--- config.mk ---
export PLATFORM = sky130hd
export DESIGN_NAME = radix_base_converter_core
export DESIGN_NICKNAME = d
export VERILOG_FILES = /design/src/rtl/rbc_pkg.sv /design/src/rtl/rbc_ram.sv /design/src/rtl/rbc_div.sv /design/src/rtl/radix_base_converter_core.sv
export VERILOG_INCLUDE_DIRS = /design/src /design/src/rtl
export SDC_FILE = /design/constraint.sdc
export NUM_CORES = 1
export LEC_CHECK = 0
export BUFFER_PORTS_ARGS = -buffer_cell sky130_fd_sc_hd__clkbuf_2
export CAP_MARGIN = 15
export CORE_MARGIN = 4
export CORE_UTILIZATION = 34
export DETAILED_ROUTE_END_ITERATION = 8
export SYNTH_ARGS = -nofsm -noshare
export SYNTH_HDL_FRONTEND = slang
export SYNTH_SLANG_ARGS = --single-unit
--- constraint.sdc ---
create_clock -name clk -period 13.6 [get_ports clk]
set_input_delay 1.36 -clock clk [delete_from_list [all_inputs] [get_ports clk]]
set_output_delay 1.36 -clock clk [all_outputs]
set_load 0.01 [all_outputs]
--- src/rtl/radix_base_converter_core_assert.svh ---
`ifndef RADIX_BASE_CONVERTER_CORE_ASSERT_SVH
`define RADIX_BASE_CONVERTER_CORE_ASSERT_SVH

// Same-cycle check: consequent must hold whenever antecedent holds.
`define RBC_ASSERT_NOW(label, ante, cons, msg) \
  label: assert property (@(posedge clk) disable iff (rst) (ante) |-> (cons)) \
    else $error(msg);

// Next-cycle check: consequent must hold in the cycle after antecedent.
`define RBC_ASSERT_NEXT(label, ante, cons, msg) \
  label: assert property (@(posedge clk) disable iff (rst) (ante) |=> (cons)) \
    else $error(msg);

`endif

--- src/rtl/rbc_pkg.sv ---
`timescale 1ns / 1ps

package rbc_pkg;

  localparam int DIGIT_W = 6;
  localparam int CHAR_W  = 8;
  localparam int ST_W    = 2;

  typedef logic [DIGIT_W-1:0] digit_t;
  typedef logic [CHAR_W-1:0]  char_t;
  typedef logic [ST_W-1:0]    status_t;

  localparam status_t ST_OK       = 2'd0;
  localparam status_t ST_BADDIGIT = 2'd1;
  localparam status_t ST_OVERFLOW = 2'd2;

  localparam logic REG_SOURCE_BASE = 1'b0;
  localparam logic REG_TARGET_BASE = 1'b1;

  localparam digit_t BASE_MIN   = 6'd2;
  localparam digit_t BASE_MAX   = 6'd36;
  localparam digit_t BASE_RESET = 6'd10;
  localparam digit_t DIGIT_BAD  = 6'd63;

  localparam char_t CHAR_MINUS = 8'h2D;
  localparam char_t CHAR_ZERO  = 8'h30;
  localparam char_t CHAR_NINE  = 8'h39;
  localparam char_t CHAR_A     = 8'h41;
  localparam char_t CHAR_Z     = 8'h5A;
  localparam char_t CHAR_NUL   = 8'h00;

  function automatic digit_t clamp_base(input digit_t b);
    if (b < BASE_MIN) return BASE_MIN;
    if (b > BASE_MAX) return BASE_MAX;
    return b;
  endfunction

  function automatic digit_t char_value(input char_t c);
    if (c >= CHAR_ZERO && c <= CHAR_NINE) return DIGIT_W'(c - CHAR_ZERO);
    if (c >= CHAR_A && c <= CHAR_Z) return DIGIT_W'(c - CHAR_A + 8'd10);
    return DIGIT_BAD;
  endfunction

  function automatic char_t digit_char(input digit_t v);
    if (v < 6'd10) return CHAR_ZERO + CHAR_W'(v);
    return CHAR_A + CHAR_W'(v - 6'd10);
  endfunction

endpackage

--- src/rtl/rbc_ram.sv ---
`timescale 1ns / 1ps

module rbc_ram #(
  parameter int WIDTH = 6,
  parameter int DEPTH = 32
) (
  input  logic                     clk,
  input  logic                     we,
  input  logic [$clog2(DEPTH)-1:0] waddr,
  input  logic [WIDTH-1:0]         wdata,
  input  logic [$clog2(DEPTH)-1:0] raddr,
  output logic [WIDTH-1:0]         rdata
);

  logic [WIDTH-1:0] mem [DEPTH];

  always_ff @(posedge clk) begin
    if (we) begin
      mem[waddr] <= wdata;
    end
    rdata <= mem[raddr];
  end

endmodule

--- src/rtl/rbc_div.sv ---
`timescale 1ns / 1ps

module rbc_div
  import rbc_pkg::*;
#(
  parameter int VALUE_BITS = 32
) (
  input  logic                  clk,
  input  logic                  rst,
  input  logic                  start,
  input  logic [VALUE_BITS-1:0] dividend,
  input  digit_t                divisor,
  output logic                  done,
  output logic [VALUE_BITS-1:0] quotient,
  output digit_t                remainder
);

  localparam int CNT_W = $clog2(VALUE_BITS);

  logic                  busy;
  logic [CNT_W-1:0]      count;
  logic [VALUE_BITS-1:0] quo;
  digit_t                rem;
  digit_t                dvs;
  logic [DIGIT_W:0]      cand;
  digit_t                diff;
  logic                  ge;

  assign cand = {rem, quo[VALUE_BITS-1]};
  assign diff = cand[DIGIT_W-1:0] - dvs;
  assign ge   = cand >= {1'b0, dvs};

  always_ff @(posedge clk) begin
    if (rst) begin
      busy  <= 1'b0;
      done  <= 1'b0;
      count <= '0;
    end else begin
      done <= busy && (count == '0);
      if (start) begin
        busy  <= 1'b1;
        count <= CNT_W'(VALUE_BITS - 1);
      end else if (busy) begin
        count <= count - 1'b1;
        if (count == '0) begin
          busy <= 1'b0;
        end
      end
    end
  end

  always_ff @(posedge clk) begin
    if (start) begin
      quo <= dividend;
      rem <= '0;
      dvs <= divisor;
    end else if (busy) begin
      quo <= {quo[VALUE_BITS-2:0], ge};
      rem <= ge ? diff : cand[DIGIT_W-1:0];
    end
  end

  assign quotient  = quo;
  assign remainder = rem;

endmodule

--- src/rtl/radix_base_converter_core.sv ---
`timescale 1ns / 1ps

// Signed numeral converter between radices 2..36. Characters of the source
// numeral ('-' first if negative, digits '0'-'9', 'A'-'Z') arrive one per
// request on the slave side, tlast on the final one. Each character is
// accepted, then gets one multiply-add and range compare. After the final
// character the magnitude is taken apart by a shared restoring divider that
// yields one quotient bit per cycle; each digit is written to a small digit
// buffer, and the digits are then sent most significant first, with a '-'
// ahead when the value is negative. An invalid digit or a value outside the
// VALUE_BITS-bit signed range gives one request with status set, char 0 and
// tlast. The block takes no character while a numeral is being converted or
// sent. The radix registers are written through the cfg channel (index 0
// source, 1 target); the user must write them only while idle, as the block
// itself does not enforce this. Out-of-range values act as 2 or 36.
module radix_base_converter_core
  import rbc_pkg::*;
#(
  parameter int VALUE_BITS = 32
) (
  input  logic         clk,
  input  logic         rst,
  input  logic         cfg_valid,
  output logic         cfg_ready,
  input  logic         cfg_index,
  input  logic [5:0]   cfg_data,
  input  logic         s_tvalid,
  output logic         s_tready,
  input  logic [7:0]   s_tdata,   // [7:0] char_in
  input  logic         s_tlast,   // char_last
  output logic         m_tvalid,
  input  logic         m_tready,
  output logic [7:0]   m_tdata,   // [7:0] char_out
  output logic         m_tlast,   // out_last
  output logic [1:0]   m_tuser    // [1:0] status
);

  localparam int PW   = VALUE_BITS + DIGIT_W;
  localparam int CW   = $clog2(VALUE_BITS + 1);
  localparam int AW   = $clog2(VALUE_BITS);
  localparam logic [PW-1:0] POS_LIMIT = (PW'(1) << (VALUE_BITS - 1)) - PW'(1);
  localparam logic [PW-1:0] NEG_LIMIT = PW'(1) << (VALUE_BITS - 1);

  localparam logic [2:0] S_IDLE  = 3'd0;
  localparam logic [2:0] S_ACC   = 3'd1;
  localparam logic [2:0] S_FIN   = 3'd2;
  localparam logic [2:0] S_DIVW  = 3'd3;
  localparam logic [2:0] S_RD    = 3'd4;
  localparam logic [2:0] S_LOAD  = 3'd5;
  localparam logic [2:0] S_OWAIT = 3'd6;

  logic [2:0]            state;
  digit_t                source_base;
  digit_t                target_base;
  char_t                 ch;
  logic                  ch_last;
  logic [VALUE_BITS-1:0] magnitude;
  logic                  negative_flag;
  status_t               error_code;
  logic                  at_first_char;
  logic [CW-1:0]         digit_count;

  char_t                 out_char;
  logic                  out_last;
  status_t               out_status;
  logic                  out_valid;

  digit_t                sb;
  digit_t                tb;
  digit_t                dval;
  logic [PW-1:0]         prod;
  logic [PW-1:0]         limit;
  logic [CW-1:0]         cnt_inc;
  logic [CW-1:0]         cnt_dec;
  logic                  more_digits;

  logic                  div_start;
  logic                  div_done;
  logic [VALUE_BITS-1:0] div_quo;
  digit_t                div_rem;
  digit_t                ram_rdata;

  assign sb          = clamp_base(source_base);
  assign tb          = clamp_base(target_base);
  assign dval        = char_value(ch);
  assign prod        = {{DIGIT_W{1'b0}}, magnitude} * PW'(sb) + PW'(dval);
  assign limit       = negative_flag ? NEG_LIMIT : POS_LIMIT;
  assign cnt_inc     = digit_count + 1'b1;
  assign cnt_dec     = digit_count - 1'b1;
  assign more_digits = (div_quo != '0) && (cnt_inc < CW'(VALUE_BITS));
  assign div_start   = ((state == S_FIN) && (error_code == ST_OK)) ||
                       ((state == S_DIVW) && div_done && more_digits);

  assign cfg_ready = 1'b1;
  assign s_tready  = (state == S_IDLE);
  assign m_tvalid  = out_valid;
  assign m_tdata   = out_char;
  assign m_tlast   = out_last;
  assign m_tuser   = out_status;

  rbc_div #(
    .VALUE_BITS(VALUE_BITS)
  ) u_div (
    .clk      (clk),
    .rst      (rst),
    .start    (div_start),
    .dividend ((state == S_FIN) ? magnitude : div_quo),
    .divisor  (tb),
    .done     (div_done),
    .quotient (div_quo),
    .remainder(div_rem)
  );

  rbc_ram #(
    .WIDTH(DIGIT_W),
    .DEPTH(VALUE_BITS)
  ) u_digits (
    .clk  (clk),
    .we   ((state == S_DIVW) && div_done),
    .waddr(digit_count[AW-1:0]),
    .wdata(div_rem),
    .raddr(cnt_dec[AW-1:0]),
    .rdata(ram_rdata)
  );

  always_ff @(posedge clk) begin
    if (rst) begin
      source_base <= BASE_RESET;
      target_base <= BASE_RESET;
    end else if (cfg_valid && cfg_ready) begin
      if (cfg_index == REG_SOURCE_BASE) begin
        source_base <= cfg_data;
      end else begin
        target_base <= cfg_data;
      end
    end
  end

  always_ff @(posedge clk) begin
    if (rst) begin
      state         <= S_IDLE;
      magnitude     <= '0;
      negative_flag <= 1'b0;
      error_code    <= ST_OK;
      at_first_char <= 1'b1;
      digit_count   <= '0;
      out_valid     <= 1'b0;
    end else begin
      unique case (state)
        S_IDLE: begin
          if (s_tvalid) begin
            state <= S_ACC;
          end
        end
        S_ACC: begin
          if (error_code == ST_OK) begin
            if (at_first_char && ch == CHAR_MINUS) begin
              negative_flag <= 1'b1;
            end else if (dval >= sb) begin
              error_code <= ST_BADDIGIT;
            end else if (prod > limit) begin
              error_code <= ST_OVERFLOW;
            end else begin
              magnitude <= prod[VALUE_BITS-1:0];
            end
          end
          at_first_char <= 1'b0;
          state         <= ch_last ? S_FIN : S_IDLE;
        end
        S_FIN: begin
          digit_count <= '0;
          if (error_code != ST_OK) begin
            out_valid <= 1'b1;
            state     <= S_OWAIT;
          end else begin
            state <= S_DIVW;
          end
        end
        S_DIVW: begin
          if (div_done) begin
            digit_count <= cnt_inc;
            if (!more_digits) begin
              if (negative_flag && magnitude != '0) begin
                out_valid <= 1'b1;
                state     <= S_OWAIT;
              end else begin
                state <= S_RD;
              end
            end
          end
        end
        S_RD: begin
          state <= S_LOAD;
        end
        S_LOAD: begin
          digit_count <= cnt_dec;
          out_valid   <= 1'b1;
          state       <= S_OWAIT;
        end
        S_OWAIT: begin
          if (m_tready) begin
            out_valid <= 1'b0;
            if (out_last) begin
              magnitude     <= '0;
              negative_flag <= 1'b0;
              error_code    <= ST_OK;
              at_first_char <= 1'b1;
              digit_count   <= '0;
              state         <= S_IDLE;
            end else begin
              state <= S_RD;
            end
          end
        end
        default: begin
          state <= S_IDLE;
        end
      endcase
    end
  end

  always_ff @(posedge clk) begin
    if (s_tvalid && s_tready) begin
      ch      <= s_tdata;
      ch_last <= s_tlast;
    end
    if (state == S_FIN) begin
      out_char   <= CHAR_NUL;
      out_last   <= 1'b1;
      out_status <= error_code;
    end else if (state == S_DIVW) begin
      out_char   <= CHAR_MINUS;
      out_last   <= 1'b0;
      out_status <= ST_OK;
    end else if (state == S_LOAD) begin
      out_char   <= digit_char(ram_rdata);
      out_last   <= (digit_count == CW'(1));
      out_status <= ST_OK;
    end
  end

  `include "radix_base_converter_core_assert.svh"

  `RBC_ASSERT_NOW(a_no_overlap, s_tready, !m_tvalid, "input taken while result pending")
  `RBC_ASSERT_NOW(a_err_form, m_tvalid && m_tuser != ST_OK, m_tdata == CHAR_NUL && m_tlast,
    "error result malformed")
  `RBC_ASSERT_NOW(a_cnt_range, 1'b1, digit_count <= CW'(VALUE_BITS), "digit count overrun")
  `RBC_ASSERT_NOW(a_div_owner, div_done, state == S_DIVW, "divider result outside conversion")
  `RBC_ASSERT_NEXT(a_last_idle, m_tvalid && m_tready && m_tlast, s_tready,
    "not idle after final result")

endmodule
==> results of run 1 <==
cell families after synthesis:
logic type / after synthesis
and+or+nand+nor: 708
DFF: 327
AOI/OAI and AO/OA: 281
adders and majority gates: 272
buffers and inverters: 213
muxes: 104
xor gates and xnor gates: 52
other: 1
placed cells by master, fill, tap and decap left out, drive strengths merged, types with 8 or more instances in the layout:
cell | netlist | layout
xnor2 | 33 | 33
fa | 125 | 125
nor2 | 104 | 104
dfxtp | 86 | 86
o21ai | 59 | 59
a211oi | 10 | 10
mux2i | 38 | 38
nand4 | 20 | 20
nor4 | 24 | 24
buf | 25 | 25
and2 | 134 | 134
o211ai | 8 | 8
inv | 114 | 117
o22ai | 8 | 8
o21a | 9 | 9
nor2b | 15 | 15
nor3 | 18 | 18
edfxtp | 241 | 241
mux4 | 60 | 60
a21oi | 103 | 103
nand2 | 294 | 294
clkinv | 0 | 13
xor2 | 19 | 19
nand3 | 25 | 25
ha | 146 | 146
and3 | 35 | 35
a21o | 17 | 17
nand2b | 11 | 11
clkbuf | 66 | 75
final cells by class:
cell class              instances  area share (%)
clock inverters                24            1.40
repair buffers                 58            1.53
clock buffers                  42            4.05
inverters                     114            1.78
multi-input cells            1418            49.6
flip-flops and latches        327            37.3
well taps                     846            4.40
flip-flops by register name (all words and copies together) (netlist names), 2 cells and up:
signal,count
error_code,2
target_base,6
magnitude,32
source_base,6
u_div.remainder,6
u_div.dvs,6
u_digits.mem,192
u_div.count,5
digit_count,6
m_tdata,8
ch,8
u_digits.rdata,6
u_div.quotient,32
m_tuser,2
state,3
where the power goes:
group	switching [W]	total [W]	internal (W)
Combinational	0.000623	0.00101	0.000392
Sequential	0.000112	0.00139	0.00128
Clock	0.000409	0.00106	0.000653
Total	0.00114	0.00347	0.00233
worst paths after layout:
kind                                from                          end  slack (ns)  cells past startpoint
max          source_base[5]$_SDFFE_PP0P_   magnitude[16]$_SDFFE_PP0P_        4.78                     30
min          target_base[0]$_SDFFE_PP0P_  target_base[0]$_SDFFE_PP0P_        0.47                      2
max reg2reg  source_base[5]$_SDFFE_PP0P_   magnitude[16]$_SDFFE_PP0P_        4.78                     30
min reg2reg  target_base[0]$_SDFFE_PP0P_  target_base[0]$_SDFFE_PP0P_        0.47                      2
tightest hold or removal path, delay by kind of cell (launching register included):
| kind | cells | cell delay [ns] |
|---|---|---|
| and+or+nand+nor | 1 | 0.05 |
| DFF | 1 | 0.31 |
| AOI/OAI and AO/OA | 1 | 0.06 |
metal layers:
metal / GRT usage (%) / vias to the layer above / wire, um
met5: 0 / - / 13
met4: 4.08 / 2 / 1110
met3: 2.19 / 81 / 2410
met2: 27.3 / 368 / 26800
met1: 20.8 / 7584 / 23300
li1: - / 6955 / -
stage by stage:
step / power, W / util (%)
after floorplan: 0.00210 / -
after global placement: 0.00239 / 35.9
after detailed placement: 0.00243 / 35.9
after CTS: 0.00350 / 37.9
after global routing: 0.00366 / 38.0
final: 0.00347 / 38.0
==> load_flow_metrics.sql, run 1 <==
INSERT INTO impl_metrics (metric_group, metric, value, unit) VALUES
('synthesis', 'ys_top_cells_by_area', 'sky130_fd_sc_hd__edfxtp_1 33%, sky130_fd_sc_hd__fa_1 11%, sky130_fd_sc_hd__ha_1 8.4%', ''),
('cts', 'cts.repair.resized', '0', ''),
('floorplan', 'die-height', '261', 'um'),
('placed_design', 'post-dp-hpwl', '38600', 'um'),
('synthesis', 'postSynthRegisterBits', '327', ''),
('placed_design', 'io_buffers', '33', ''),
('sta', 'hold_viol', '0', ''),
('synthesis', 'synth_xor_area_share', '2.09', '%'),
('detailed_routing', 'detail_route.first_pass.iterations', '5', ''),
('placed_design', 'dpl.cell_count', '2761', ''),
('cts', 'clock-root-buffer', 'sky130_fd_sc_hd__clkbuf_16', ''),
('cts', 'clock-sinks', '327', ''),
('sta', 'postLayoutSetupSlackWorst', '4.78', 'ns'),
('synthesis', 'most_frequent_cells_after_synthesis', '294 x sky130_fd_sc_hd__nand2_1, 241 x sky130_fd_sc_hd__edfxtp_1, 146 x sky130_fd_sc_hd__ha_1', ''),
('sta', 'final-max-slew-violation-count', '0', ''),
('floorplan', 'die_width', '261', 'um'),
('synthesis', 'yosys.area_share.adder', '19.9', '%'),
('sta', 'layout_worst_path_cycle_share', '64.9', '%'),
('global_route', 'grt_remaining_overflow', '0', ''),
('setup_path', 'timing.critical_path.required', '14.05', 'ns'),
('sta', 'fmax', '0.113', 'GHz'),
('global_route', 'antenna_found_initial', '1', ''),
('synthesis', 'synthArstFlopShare', '0', '%'),
('cts', 'post-cts-setup-buffer-count', '0', ''),
('power', 'power.ir.vdd_worst', '0.0855', 'mV'),
('setup_path', 'crit_path_kind', 'reg -> reg', ''),
('setup_path', 'critPathMostFrequentCell', 'sky130_fd_sc_hd__fa_1', ''),
('synthesis', 'post_synth_instance_area', '21800', 'um2'),
('floorplan', 'num_rows', '92', ''),
('placed_design', 'final_weighted_congestion_in_routability_driven_placement', '0.915', ''),
('detailed_routing', 'drt_iter0_drc', '1191', ''),
('detailed_routing', 'detailroute.via_count', '15000', ''),
('cells_and_area', 'finish.cell_count_without_fillers', '2829', ''),
('sta', 'worst-slew-pin-transition', '1.10', 'ns'),
('cells_and_area', 'layout-area-overhead-vs-synth', '10.3', '%'),
('setup_path', 'crit_fanout', '39', ''),
('cts', 'tritoncts', 'yes', ''),
('detailed_routing', 'drcViolationCount', '0', ''),
('cells_and_area', 'stdcell_area', '24100', 'um2'),
('power', 'static-leakage-power', '9.85', 'nW'),
('sta', 'maxSlewHeadroom', '27.0', '%'),
('cts', 'post_cts_hold_buffer_count', '0', ''),
('sta', 'clock_skew', '0.0270', 'ns'),
('setup_path', 'crit_path_end_kind', 'flip-flop', ''),
('cells_and_area', 'layout.filler_cells', '6105', ''),
('synthesis', 'muxShareOfSynthArea', '8.25', '%'),
('synthesis', 'synthMostInstantiatedCell', 'sky130_fd_sc_hd__nand2_1', ''),
('synthesis', 'postSynthNetCount', '2250', ''),
('setup_path', 'timing.critical_path.slowest_stage_cell', 'sky130_fd_sc_hd__buf_4', ''),
('sta', 'whs', '0.468', 'ns'),
('floorplan', 'start_util', '34.4', '%'),
('synthesis', 'average_size_of_a_mapped_cell', '11.1', 'um2'),
('global_route', 'global_route.usage.total', '15.7', '%'),
('detailed_routing', 'avgRoutedWirePerCell', '19.0', 'um'),
('cts', 'cts.path.max_buffers', '3', ''),
('global_route', 'first_global_vias', '15300', ''),
('sta', 'rsz0062_at_grt', 'false', ''),
('cells_and_area', 'area_occupied_by_multi_input_gates', '11900', 'um2'),
('setup_path', 'critical_path_buf_inv_count', '6', ''),
('cts', 'clk-insertion-delay-late', '0.55', 'ns'),
('synthesis', 'synthesized_area_fraction_occupied_by_and_or_nand_nor_cells', '16.0', '%'),
('cts', 'clkSlewWorstSetupHoldPaths', '0.06', 'ns'),
('outcome', 'status', 'finished, final reports clean', ''),
('synthesis', 'synth.distinct_cells', '92', ''),
('setup_path', 'cp_top_family', 'adder cells', ''),
('cells_and_area', 'layout-drive-gt1-share', '10.9', '%'),
('run', 'reported_max_cap_violation_count', '0', ''),
('power', 'power_density', '144', 'nW/um2'),
('synthesis', 'synthesis.instances', '1958', ''),
('detailed_routing', 'detail_route.vias_per_cell', '5.30', ''),
('min_path', 'min-delay-path-class', 'reg -> reg', '');
Note: power is estimated with default switching activity, not from simulation.
==> run 2, diff against run 1 <==
==> constraint.sdc (replaced) <==
create_clock -name clk -period 7.1 [get_ports clk]
set_input_delay 0.71 -clock clk [delete_from_list [all_inputs] [get_ports clk]]
set_output_delay 0.71 -clock clk [all_outputs]
set_load 0.01 [all_outputs]
==> run 2 against run 1 <==
Compared with the run above: the flow now finishes with violations (negative setup slack); utilization grew 3.2 points; highest routed layer is now met4; design area is 8.5% higher; die area is the same; clock-buffer cell count fell by 1; clock power increased by 83%; largest power group unchanged; setup slack worse by 5.2 ns; routed wire length up 7.1%; combinational power is 110% higher; fmax grew 17%; first-iteration DRC count decreased by 4.7%.
==> load_flow_metrics.sql, run 2 (synthesis results as in run 1) <==
INSERT INTO impl_metrics (metric_group, metric, value, unit) VALUES
('outcome', 'status', 'complete, but fails checks', ''),
('outcome', 'failed_checks', 'negative setup slack', ''),
('power', 'static-leakage-power', '10.9', 'nW'),
('cts', 'clock-root-buffer', 'sky130_fd_sc_hd__clkbuf_16', ''),
('setup_path', 'worst_stage_delay_on_the_critical_path', '0.59', 'ns'),
('cts', 'clkSlewWorstSetupHoldPaths', '0.06', 'ns'),
('sta', 'finalSetupViolCount', '33', ''),
('setup_path', 'timing.critical_path.slowest_stage_cell', 'sky130_fd_sc_hd__fa_1', ''),
('global_route', 'grt_max_degree', '58', ''),
('global_route', 'global_route.usage.met3', '2.44', '%'),
('cells_and_area', 'most-common-layout-cells', '292 x sky130_fd_sc_hd__nand2_1, 241 x sky130_fd_sc_hd__edfxtp_1, 206 x sky130_fd_sc_hd__buf_4, 130 x sky130_fd_sc_hd__and2_1, 128 x sky130_fd_sc_hd__ha_1', ''),
('global_route', 'grt_first_pass_wirelength', '91000', 'um'),
('cts', 'htree_num_levels', '2', ''),
('setup_path', 'crit_path_end_kind', 'flip-flop', ''),
('global_route', 'grt_remaining_overflow', '0', ''),
('placed_design', 'dpl.cell_count', '2938', ''),
('detailed_routing', 'avgRoutedWirePerCell', '19.0', 'um'),
('global_route', 'globalRouteMet2Util', '30.0', '%'),
('sta', 'layout_worst_path_cycle_share', '106', '%'),
('global_route', 'global_route.usage.total', '16.8', '%'),
('sta', 'worst-slew-pin-transition', '0.994', 'ns'),
('run', 'reported_max_cap_violation_count', '0', ''),
('cts', 'cts.path.max_buffers', '3', ''),
('setup_path', 'critPathMostFrequentCell', 'sky130_fd_sc_hd__fa_1', ''),
('setup_path', 'timing.reg2reg.worst_path_depth', '30', ''),
('setup_path', 'crit_path_start', 'source_base[4]$_SDFFE_PP0P_', ''),
('cells_and_area', 'layout_commonest_cell', 'sky130_fd_sc_hd__nand2_1', ''),
('setup_path', 'rr_startpoint', 'source_base[4]$_SDFFE_PP0P_', ''),
('floorplan', 'die_width', '261', 'um'),
('floorplan', 'die-height', '261', 'um'),
('setup_path', 'worst_setup_path_start_kind', 'flip-flop', ''),
('detailed_routing', 'totalWireLength', '57400', 'um'),
('cts', 'tritoncts', 'yes', ''),
('power', 'power.ir.vdd_worst', '0.197', 'mV'),
('setup_path', 'crit_fanout', '8', ''),
('setup_path', 'r2r-end', 'magnitude[25]$_SDFFE_PP0P_', ''),
('sta', 'fin_tns_setup', '-12.78', 'ns'),
('cells_and_area', 'final_nets', '2443', ''),
('min_path', 'min-delay-path-class', 'in -> reg', ''),
('detailed_routing', 'drcViolationCount', '0', ''),
('floorplan', 'num_rows', '92', ''),
('floorplan', 'ioPinCount', '35', ''),
('setup_path', 'crit_path_kind', 'reg -> reg', ''),
('global_route', 'antenna_found_initial', '1', ''),
('cells_and_area', 'most_flop_heavy_register', 'u_digits.mem', ''),
('sta', 'hold_viol', '0', ''),
('detailed_routing', 'detailroute.via_count', '15500', ''),
('cells_and_area', 'finish.cell_count_without_fillers', '3026', ''),
('sta', 'final-max-slew-violation-count', '0', ''),
('floorplan', 'core_area', '63300', 'um2'),
('setup_path', 'timing.critical_path.required', '7.59', 'ns'),
('cells_and_area', 'layout-area-overhead-vs-synth', '19.7', '%'),
('floorplan', 'start_util', '34.4', '%'),
('cts', 'cts-buffers-inserted', '36', ''),
('placed_design', 'final_weighted_congestion_in_routability_driven_placement', '0.885', ''),
('cells_and_area', 'largest_register_ff_count', '192', ''),
('sta', 'fmax', '0.133', 'GHz'),
('sta', 'fin_crit', '7.55', 'ns'),
('power', 'fin_total_pwr', '0.00673', 'W'),
('global_route', 'gr-usage-met1', '22.0', '%'),
('setup_path', 'endpoint', 'magnitude[25]$_SDFFE_PP0P_', ''),
('detailed_routing', 'detail-route-antenna-nets', '0', ''),
('detailed_routing', 'detail_route.first_pass.iterations', '8', ''),
('floorplan', 'design.die.area', '68300', 'um2'),
('placed_design', 'post-dp-hpwl', '42400', 'um'),
('setup_path', 'worst-endpoint-arrival', '8.03', 'ns'),
('cts', 'clock-sinks', '327', ''),
('power', 'power_density', '258', 'nW/um2'),
('sta', 'rsz0062_at_grt', 'true', ''),
('setup_path', 'ff2ff_setup_slack', '-0.45', 'ns'),
('cts', 'clk-insertion-delay-late', '0.58', 'ns'),
('detailed_routing', 'detail_route.vias_per_cell', '5.13', ''),
('sta', 'clock_skew', '0.0492', 'ns'),
('cells_and_area', 'layout-drive-gt1-share', '21.9', '%'),
('global_route', 'first_global_vias', '16100', ''),
('detailed_routing', 'drt_iter0_drc', '1135', ''),
('global_route', 'grt-busiest-layer', 'met2', ''),
('placed_design', 'io_buffers', '33', ''),
('sta', 'maxSlewHeadroom', '33.0', '%'),
('sta', 'postLayoutSetupSlackWorst', '-0.446', 'ns');
-- run 2: cell types whose count changed in the layout (fill, tap and decap cells not counted), sizes merged --
cell and delta:
bufinv -3, inv +3, buf +196, clkinvlp +3
clkinv -2, clkbuf -1, diode +1
-- run 2: critical path: cells and delay by family (launching register included) --
family | cells | cell delay (ns)
xor+xnor | 1 | 0.10
compound gates | 5 | 1.13
mux | 2 | 0.45
flops | 1 | 0.32
buf+inv | 5 | 0.77
simple gates | 11 | 2.42
fa+ha+maj | 6 | 2.30
-- run 2: final cells by class --
type	instances	area [um2]
sequential	327	8960
fill	6030	37200
clock inverter	25	289
tap	846	1060
timing repair buffer	254	2000
multi-input combinational	1418	12400
inverter	114	428
clock buffer	41	940
antenna	1	2.50
-- run 2: metal layers --
metal | share of wire [%] | vias up
li1 | - | 7346
met1 | 43 | 7760
met2 | 51 | 336
met3 | 4.6 | 75
met4 | 1.8 | 0
met5 | 0 | -
-- run 2: worst min path at each step --
stage / endpoint / startpoint / cells past startpoint
after floorplan: target_base[0]$_SDFFE_PP0P_ / target_base[0]$_SDFFE_PP0P_ / 2
after global placement: target_base[0]$_SDFFE_PP0P_ / target_base[0]$_SDFFE_PP0P_ / 2
after detailed placement: target_base[0]$_SDFFE_PP0P_ / target_base[0]$_SDFFE_PP0P_ / 2
after CTS: ch[6]$_DFFE_PP_ / s_tdata[6] / 1
after global routing: ch[6]$_DFFE_PP_ / s_tdata[6] / 1
final: ch[4]$_DFFE_PP_ / s_tdata[4] / 1
-- run 2: per-stage QoR --
stage                     instance area, um2  setup WS (ns)  utilization [%]  hold slack (ns)
after floorplan                        21900         -0.221                -            0.432
after global placement                 24200         -0.479             38.2            0.442
after detailed placement               24200         -0.680             38.2            0.454
after CTS                              25800         -0.610             40.7            0.282
after global routing                   26100         -0.707             41.2            0.285
final                                  26100         -0.446             41.2            0.316
-- run 2: power by group --
part | switching [W] | total (W) | internal [W] | leakage, nW
Clock | 0.000818 | 0.00194 | 0.00112 | 0.594
Sequential | 0.000223 | 0.00268 | 0.00245 | 2.92
Combinational | 0.00124 | 0.00211 | 0.000871 | 7.35
-- run 2: repair_timing --
action,in CTS,in global routing
pin swaps,34,34
gates cloned,3,0
gates resized for setup,31,37
endpoints found under the setup margin,33,33
buffers inserted,11,6
hold buffers,0,0
